--- src/design/bufpool_pkg.sv ---
// ----------------------------------------------------------------------------
// bufpool_pkg
// Shared types and codes for the buffer pool free/ready list block.
// ----------------------------------------------------------------------------
package bufpool_pkg;

  localparam int POOL_SIZE = 16;
  localparam int IDX_W     = 4;
  localparam int PTR_W     = $clog2(POOL_SIZE);
  localparam int CNT_W     = $clog2(POOL_SIZE + 1);

  localparam logic [1:0] OP_ACQUIRE = 2'd0;
  localparam logic [1:0] OP_PUBLISH = 2'd1;
  localparam logic [1:0] OP_CONSUME = 2'd2;
  localparam logic [1:0] OP_RELEASE = 2'd3;

  localparam logic [1:0] ST_DONE    = 2'd0;
  localparam logic [1:0] ST_NONE    = 2'd1;
  localparam logic [1:0] ST_RECLAIM = 2'd2;
  localparam logic [1:0] ST_FULL    = 2'd3;

  typedef struct packed {
    logic [1:0]       op;
    logic [IDX_W-1:0] buf_index;
  } in_word_t;

  typedef struct packed {
    logic [IDX_W-1:0] out_index;
    logic [1:0]       status;
    logic [CNT_W-1:0] free_count;
    logic [CNT_W-1:0] ready_count;
  } out_word_t;

  function automatic logic [PTR_W-1:0] ptr_advance(input logic [PTR_W-1:0] p);
    logic [PTR_W-1:0] r;
    if (p == PTR_W'(POOL_SIZE - 1)) begin
      r = '0;
    end else begin
      r = p + PTR_W'(1);
    end
    return r;
  endfunction

endpackage

--- src/design/buffer_pool_free_and_ready_fifo.sv ---
// ----------------------------------------------------------------------------
// buffer_pool_free_and_ready_fifo
// Frame buffer pool kept as two register-ring FIFO lists: free and ready.
// ----------------------------------------------------------------------------
// Takes one operation word per cycle (acquire, publish, consume, release) and
// returns one result word per operation, in order. A word is captured in an
// input register, the list update and result are computed combinationally from
// that register, and the result lands in the output register, which drives
// out_valid; sustained rate one word per clock as long as
// out_ready keeps up. The list rings are flip-flop arrays with one
// head read and one tail write per list per cycle. After reset the free list
// holds every index in ascending order and the ready list is empty; acquire
// on an empty free list reclaims the oldest ready buffer.
module buffer_pool_free_and_ready_fifo (
  input  logic                  clk,
  input  logic                  rst_n,
  input  logic                  in_valid,
  output logic                  in_ready,
  input  bufpool_pkg::in_word_t in_data,
  output logic                  out_valid,
  input  logic                  out_ready,
  output bufpool_pkg::out_word_t out_data
);
  import bufpool_pkg::*;

  // input stage
  logic      s1_valid_r;
  in_word_t  s1_word_r;
  logic      move;

  // list state
  logic [IDX_W-1:0] free_ring_r  [POOL_SIZE];
  logic [IDX_W-1:0] ready_ring_r [POOL_SIZE];
  logic [PTR_W-1:0] free_head_r, free_tail_r, ready_head_r, ready_tail_r;
  logic [CNT_W-1:0] free_total_r, ready_total_r;

  logic [PTR_W-1:0] free_head_nxt, free_tail_nxt, ready_head_nxt, ready_tail_nxt;
  logic [CNT_W-1:0] free_total_nxt, ready_total_nxt;
  logic             free_we, ready_we;
  logic [IDX_W-1:0] res_idx;
  logic [1:0]       res_status;

  // output stage
  logic      out_valid_r;
  out_word_t out_word_r;

  assign move     = s1_valid_r && (!out_valid_r || out_ready);
  assign in_ready = !s1_valid_r || move;
  assign out_valid = out_valid_r;
  assign out_data  = out_word_r;

  always_comb begin
    free_head_nxt   = free_head_r;
    free_tail_nxt   = free_tail_r;
    free_total_nxt  = free_total_r;
    ready_head_nxt  = ready_head_r;
    ready_tail_nxt  = ready_tail_r;
    ready_total_nxt = ready_total_r;
    free_we         = 1'b0;
    ready_we        = 1'b0;
    res_idx         = '0;
    res_status      = ST_DONE;
    unique case (s1_word_r.op)
      OP_ACQUIRE: begin
        if (free_total_r != '0) begin
          res_idx        = free_ring_r[free_head_r];
          free_head_nxt  = ptr_advance(free_head_r);
          free_total_nxt = free_total_r - CNT_W'(1);
        end else if (ready_total_r != '0) begin
          // free list dry: take back the oldest ready buffer
          res_idx         = ready_ring_r[ready_head_r];
          ready_head_nxt  = ptr_advance(ready_head_r);
          ready_total_nxt = ready_total_r - CNT_W'(1);
          res_status      = ST_RECLAIM;
        end else begin
          res_status = ST_NONE;
        end
      end
      OP_PUBLISH: begin
        if (ready_total_r >= CNT_W'(POOL_SIZE)) begin
          res_status = ST_FULL;
        end else begin
          ready_we        = 1'b1;
          ready_tail_nxt  = ptr_advance(ready_tail_r);
          ready_total_nxt = ready_total_r + CNT_W'(1);
        end
      end
      OP_CONSUME: begin
        if (ready_total_r != '0) begin
          res_idx         = ready_ring_r[ready_head_r];
          ready_head_nxt  = ptr_advance(ready_head_r);
          ready_total_nxt = ready_total_r - CNT_W'(1);
        end else begin
          res_status = ST_NONE;
        end
      end
      OP_RELEASE: begin
        if (free_total_r >= CNT_W'(POOL_SIZE)) begin
          res_status = ST_FULL;
        end else begin
          free_we        = 1'b1;
          free_tail_nxt  = ptr_advance(free_tail_r);
          free_total_nxt = free_total_r + CNT_W'(1);
        end
      end
    endcase
  end

  // input register
  always_ff @(posedge clk) begin
    if (!rst_n) begin
      s1_valid_r <= 1'b0;
    end else if (in_ready) begin
      s1_valid_r <= in_valid;
    end
  end

  always_ff @(posedge clk) begin
    if (in_ready && in_valid) begin
      s1_word_r <= in_data;
    end
  end

  // list pointers and counts: advance only when the word moves to the output
  always_ff @(posedge clk) begin
    if (!rst_n) begin
      free_head_r   <= '0;
      free_tail_r   <= '0;
      free_total_r  <= CNT_W'(POOL_SIZE);
      ready_head_r  <= '0;
      ready_tail_r  <= '0;
      ready_total_r <= '0;
    end else if (move) begin
      free_head_r   <= free_head_nxt;
      free_tail_r   <= free_tail_nxt;
      free_total_r  <= free_total_nxt;
      ready_head_r  <= ready_head_nxt;
      ready_tail_r  <= ready_tail_nxt;
      ready_total_r <= ready_total_nxt;
    end
  end

  // free ring starts full with ascending indices
  always_ff @(posedge clk) begin
    if (!rst_n) begin
      for (int i = 0; i < POOL_SIZE; i++) begin
        free_ring_r[i] <= IDX_W'(i);
      end
    end else if (move && free_we) begin
      free_ring_r[free_tail_r] <= s1_word_r.buf_index;
    end
  end

  always_ff @(posedge clk) begin
    if (move && ready_we) begin
      ready_ring_r[ready_tail_r] <= s1_word_r.buf_index;
    end
  end

  // output register
  always_ff @(posedge clk) begin
    if (!rst_n) begin
      out_valid_r <= 1'b0;
    end else if (move) begin
      out_valid_r <= 1'b1;
    end else if (out_ready) begin
      out_valid_r <= 1'b0;
    end
  end

  always_ff @(posedge clk) begin
    if (move) begin
      out_word_r.out_index   <= res_idx;
      out_word_r.status      <= res_status;
      out_word_r.free_count  <= free_total_nxt;
      out_word_r.ready_count <= ready_total_nxt;
    end
  end

endmodule

--- config.mk ---
export PLATFORM = sky130hd
export DESIGN_NAME = buffer_pool_free_and_ready_fifo
export DESIGN_NICKNAME = d
export VERILOG_FILES = /design/src/design/bufpool_pkg.sv /design/src/design/buffer_pool_free_and_ready_fifo.sv
export SDC_FILE = /design/constraint.sdc
export NUM_CORES = 1
export LEC_CHECK = 0
export BUFFER_PORTS_ARGS = -buffer_cell sky130_fd_sc_hd__buf_4
export CAP_MARGIN = 5
export CORE_ASPECT_RATIO = 1.25
export CORE_UTILIZATION = 50
export CTS_CLUSTER_SIZE = 12
export DETAILED_ROUTE_END_ITERATION = 7
export PLACE_DENSITY = 0.63
export SLEW_MARGIN = 5
export SYNTH_ARGS = -nofsm -noshare
export SYNTH_HDL_FRONTEND = slang
export SYNTH_SLANG_ARGS = --single-unit
--- constraint.sdc ---
create_clock -name clk -period 2.5 [get_ports clk]
set_input_delay 0.125 -clock clk [delete_from_list [all_inputs] [get_ports clk]]
set_output_delay 0.125 -clock clk [all_outputs]
set_load 0.01 [all_outputs]
==> results_tabular.tex <==
\begin{tabular}{lr}
\hline
Metric & Value \\
\hline
\multicolumn{2}{l}{\textbf{Setup path}} \\
\quad Number of cells on the worst reg-to-reg path & 8 \\
\quad Worst EP arrival & 2.47 ns \\
\quad List of cells traversed by the critical path & inv\_1 -> ha\_1 -> nor2b\_1 -> nor3b\_2 -> buf\_4 -> nand2\_1 -> nor3\_1 -> buf\_4 \\
\quad Critical Path Start Type & register \\
\quad Top fanout value on the critical path & 7 \\
\quad Minimum setup slack among reg-to-reg paths & 0.18 ns \\
\quad Worst path buffer plus inverter count & 3 \\
\quad Crit Reg-Reg Endpoint & ready\_ring\_r[0][0] \\
\quad Critical path start-end classification & register to register \\
\quad Critical Path Most Common Cell & sky130\_fd\_sc\_hd\_\_buf\_4 \\
\quad R2r startpoint & s1\_word\_r[5] \\
\quad Worst path slowest cell & sky130\_fd\_sc\_hd\_\_edfxtp\_1 \\
\quad CP Capture Type & register \\
\quad Required time of the critical path & 2.65 ns \\
\quad Crit-path leading delay family & simple AND/OR/NAND/NOR gates \\
\quad Highest cell delay on the worst timing path & 0.42 ns \\
\multicolumn{2}{l}{\textbf{Min path}} \\
\quad Origin of the worst min-delay path & rst\_n \\
\quad Worst hold endpoint & free\_total\_r[4] \\
\quad Hold Path Stages & 2 \\
\quad Path class of the lowest-slack min-delay path & input pin to register \\
\multicolumn{2}{l}{\textbf{Synth}} \\
\quad Synth warn & 0 \\
\quad Top\_reg\_cell synth & sky130\_fd\_sc\_hd\_\_edfxtp\_1 \\
\quad Synth Area in Adders & 0.0267 \\
\quad Fraction of synthesis flops using an asynchronous set or reset pin & 0 \\
\quad EDFF count, synth & 150 \\
\quad Summed instance area of the synthesized netlist & 8420 um\^{}2 \\
\quad Fraction of the mapped netlist area in compound gates & 0.0734 \\
\quad Number of unique standard cell types used by synthesis & 59 \\
\quad Mean Syn Cell Area & 12.6 um\^{}2 \\
\quad XOR/XNOR share of the synthesized area & 0.00728 \\
\quad Fraction of synthesized area in multiplexers & 0.0940 \\
\quad Post-synthesis sequential element count & 186 \\
\quad Synth Instances & 667 \\
\quad Share of the yosys chip area belonging to registers & 0.620 \\
\quad Share of synthesized cell area in and, or, nand and nor gates & 0.149 \\
\quad Largest family of logic cells by synthesized area & simple AND/OR/NAND/NOR gates \\
\quad Post-synth net total & 695 \\
\multicolumn{2}{l}{\textbf{Clock network}} \\
\quad Count of buffers added by post-CTS timing repair for setup & 0 \\
\quad Total clock buffers created by CTS & 17 \\
\quad Resized Gates After CTS & 0 \\
\quad Clock transition at path regs & 0.07 ns \\
\quad Clock sink count & 186 \\
\quad Clock tree root driver cell & sky130\_fd\_sc\_hd\_\_clkbuf\_16 \\
\quad Number of hold buffers added after cts & 7 \\
\quad Clock network latency to the later pin of the worst-skew pair & 0.43 ns \\
\quad TritonCTS clock tree & built \\
\quad Maximum number of buffers from clock root to sink & 2 \\
\quad Total number of H-tree levels & 4 \\
\multicolumn{2}{l}{\textbf{Flow run}} \\
\quad Number of max-cap violations & 0 \\
\multicolumn{2}{l}{\textbf{Detailed routing}} \\
\quad Number of design rule violations left after detail routing & 0 \\
\quad Final routed wirelength across all metal layers & 19,500 um \\
\quad Number of DRC markers after the initial detailed-route iteration & 418 \\
\quad Antenna-violating nets left & 0 \\
\quad Total vias in the final route & 5,512 \\
\quad Via density & 5.80 \\
\quad Routed wire per std cell & 20.5 um \\
\quad Pre-antenna DRT Iters & 5 \\
\multicolumn{2}{l}{\textbf{STA}} \\
\quad Hold violation count in the final report & 0 \\
\quad RSZ-0062 raised after global routing & false \\
\quad Period utilization & 0.928 \\
\quad Slew margin rel. & 0.255 \\
\quad Sum of negative setup slack & 0 ns \\
\quad Post-layout min period & 2.32 ns \\
\quad Max Clk Rate & 431 MHz \\
\quad Final Max Slew Viols & 0 \\
\quad Max Clock Skew & 0.00619 ns \\
\quad Pin slew with the least headroom to its limit & 1.12 ns \\
\quad Setup violation total in the final timing report & 0 \\
\multicolumn{2}{l}{\textbf{Floorplanning}} \\
\quad Row count & 52 \\
\quad Initial Utilization & 0.516 \\
\quad Num ports & 28 \\
\quad Area of the die & 17,400 um\^{}2 \\
\quad Die height & 147 um \\
\quad Placeable core area & 16,300 um\^{}2 \\
\quad Width of the die & 118 um \\
\multicolumn{2}{l}{\textbf{Final layout}} \\
\quad Final Net Count & 749 \\
\quad Layout fillers & 1,291 \\
\quad Register area & 5230 um\^{}2 \\
\quad Area of the multi-input gates & 2950 um\^{}2 \\
\quad Area growth from synthesis to final layout & 14.9\% \\
\quad Total non-filler cell area in the finished layout & 9680 um\^{}2 \\
\quad Proportion of layout cells with a drive suffix above 1 & 0.180 \\
\quad Antenna diode instance count & 0 \\
\multicolumn{2}{l}{\textbf{Pwr}} \\
\quad Switching power share of the total & 0.220 \\
\quad Power density of the placed cells & 661 nW/um\^{}2 \\
\quad Switch Pwr & 1410 uW \\
\quad Proportion of power drawn by flip-flops and latches & 0.539 \\
\quad Worst IR drop on VDD & 0.442 mV \\
\quad Clock network power share & 0.405 \\
\quad Total internal power & 4990 uW \\
\quad Reported leakage power & 0.00322 uW \\
\quad Logic gate share of total power & 0.056 \\
\multicolumn{2}{l}{\textbf{Placed design}} \\
\quad Sum of net half-perimeters after detailed placement & 13,900 um \\
\quad Count of buffers inserted at the top-level ports & 27 \\
\quad Weighted congestion at the end of routability-driven global placement & 0.843 \\
\quad Dpl cell area & 9050 um\^{}2 \\
\multicolumn{2}{l}{\textbf{Global routing}} \\
\quad Number of global-route vias before repair & 5,660 \\
\quad Number of antenna violations at the first check in global routing & 0 \\
\quad First-pass GRT wire length & 30,900 um \\
\quad Largest net degree at the start of global routing & 33 \\
\quad Remaining global-route overflow & 0 \\
\quad Global router's overall resource usage & 0.239 \\
\multicolumn{2}{l}{\textbf{Outcome}} \\
\quad Outcome & completed \\
\hline
\end{tabular}
[cell usage after synthesis, types with 3 or more instances]
| library cell | count | share of area |
|---|---|---|
| sky130_fd_sc_hd__o2111ai_1 | 3 | 0.0031 |
| sky130_fd_sc_hd__nand2_1 | 59 | 0.026 |
| sky130_fd_sc_hd__dfxtp_1 | 36 | 0.086 |
| sky130_fd_sc_hd__xnor2_1 | 3 | 0.0031 |
| sky130_fd_sc_hd__a211oi_1 | 5 | 0.0045 |
| sky130_fd_sc_hd__o31ai_1 | 3 | 0.0027 |
| sky130_fd_sc_hd__or3_1 | 18 | 0.013 |
| sky130_fd_sc_hd__mux2i_1 | 33 | 0.039 |
| sky130_fd_sc_hd__nand2b_1 | 13 | 0.0097 |
| sky130_fd_sc_hd__edfxtp_1 | 150 | 0.53 |
| sky130_fd_sc_hd__nor2b_1 | 14 | 0.010 |
| sky130_fd_sc_hd__nor4_1 | 6 | 0.0045 |
| sky130_fd_sc_hd__nand3_1 | 18 | 0.011 |
| sky130_fd_sc_hd__a21oi_1 | 18 | 0.011 |
| sky130_fd_sc_hd__a31oi_1 | 8 | 0.0059 |
| sky130_fd_sc_hd__nand4_1 | 3 | 0.0022 |
| sky130_fd_sc_hd__mux4_2 | 19 | 0.051 |
| sky130_fd_sc_hd__ha_1 | 18 | 0.027 |
| sky130_fd_sc_hd__clkbuf_1 | 35 | 0.016 |
| sky130_fd_sc_hd__a221oi_1 | 5 | 0.0052 |
| sky130_fd_sc_hd__o211ai_1 | 4 | 0.0036 |
| sky130_fd_sc_hd__mux2_2 | 3 | 0.0040 |
| sky130_fd_sc_hd__nor3_1 | 19 | 0.011 |
| sky130_fd_sc_hd__nor2_1 | 62 | 0.028 |
| sky130_fd_sc_hd__and3_1 | 5 | 0.0037 |
| sky130_fd_sc_hd__or2_2 | 4 | 0.0030 |
| sky130_fd_sc_hd__and2_1 | 15 | 0.011 |
| sky130_fd_sc_hd__o21ai_0 | 17 | 0.010 |
| sky130_fd_sc_hd__buf_2 | 3 | 0.0018 |
| sky130_fd_sc_hd__a22oi_1 | 7 | 0.0062 |
| sky130_fd_sc_hd__inv_1 | 21 | 0.0094 |
| sky130_fd_sc_hd__xor2_1 | 4 | 0.0042 |
[area by class of cell]
| type | instances | share of cell area |
|---|---|---|
| flip-flops and latches | 186 | 0.540 |
| multi-input cells | 418 | 0.305 |
| repair buffers | 76 | 0.0607 |
| clock buffers | 22 | 0.0490 |
| well taps | 216 | 0.0279 |
| clock inverters | 10 | 0.00943 |
| inverters | 22 | 0.00853 |
[how the worst max path moves through the flow]
stage	start	end	cells after the start
6_report	s1_word_r[5]	ready_ring_r[0][0]	8
5_1_grt	s1_word_r[5]	ready_ring_r[0][0]	8
4_1_cts	s1_word_r[5]	ready_ring_r[0][0]	8
3_5_place_dp	s1_word_r[5]	ready_ring_r[0][2]	8
3_3_place_gp	s1_word_r[5]	ready_ring_r[0][2]	8
2_1_floorplan	out_valid	register	8
[per-layer routing]
| layer | global-route usage | vias up | routed length (um) | part of all wire |
|---|---|---|---|---|
| li1 | - | 2591 | - | - |
| met1 | 0.279 | 2750 | 7720 | 0.40 |
| met2 | 0.439 | 145 | 10600 | 0.54 |
| met3 | 0.0330 | 26 | 736 | 0.038 |
| met4 | 0.100 | 0 | 420 | 0.022 |
| met5 | 0 | - | 0 | 0 |
[flip-flops by register name, indices dropped and copies added, names as in the netlist, 5 cells and up, named ones only]
name and count:
s1_word_r 6, out_data 16, free_total_r 5, ready_ring_r 64
ready_total_r 5, free_ring_r 64
[power groups by stage]
stage / clock, uW / combinational (uW) / sequential [uW]
final: 2590 / 361 / 3450
after CTS: 2620 / 361 / 3450
after floorplan: 0 / 203 / 3510
after global routing: 2730 / 396 / 3450
after detailed placement: 0 / 351 / 3520
after global placement: 0 / 342 / 3510
[metrics by stage]
| stage | worst slack, ns | std cells | power (uW) | util | hold WS [ns] |
|---|---|---|---|---|---|
| after floorplan | 0.189 | 667 | 3710 | - | 0.224 |
| after global placement | 0.268 | 911 | 3860 | 0.554 | 0.304 |
| after detailed placement | 0.187 | 911 | 3870 | 0.554 | 0.308 |
| after CTS | 0.163 | 950 | 6430 | 0.593 | 0.0869 |
| after global routing | 0.00426 | 950 | 6580 | 0.593 | 0.122 |
| final | 0.180 | 950 | 6400 | 0.593 | 0.104 |
[cell families (layout without fill, tap and decap cells)]
logic type / Yosys count / after routing
simple gates: 247 / 247
flops: 186 / 186
compound gates: 91 / 91
buf+inv: 63 / 130
mux: 55 / 55
fa+ha+maj: 18 / 18
xor+xnor: 7 / 7
[layout by cell type, fill, tap and decap left out, types with 19 or more instances in the layout]
cell,count
sky130_fd_sc_hd__buf_4,69
sky130_fd_sc_hd__dfxtp_1,36
sky130_fd_sc_hd__edfxtp_1,150
sky130_fd_sc_hd__inv_1,21
sky130_fd_sc_hd__mux2i_1,33
sky130_fd_sc_hd__mux4_2,19
sky130_fd_sc_hd__nand2_1,59
sky130_fd_sc_hd__nor2_1,62
sky130_fd_sc_hd__nor3_1,19
No activity file was read; power rests on OpenSTA's default activity.
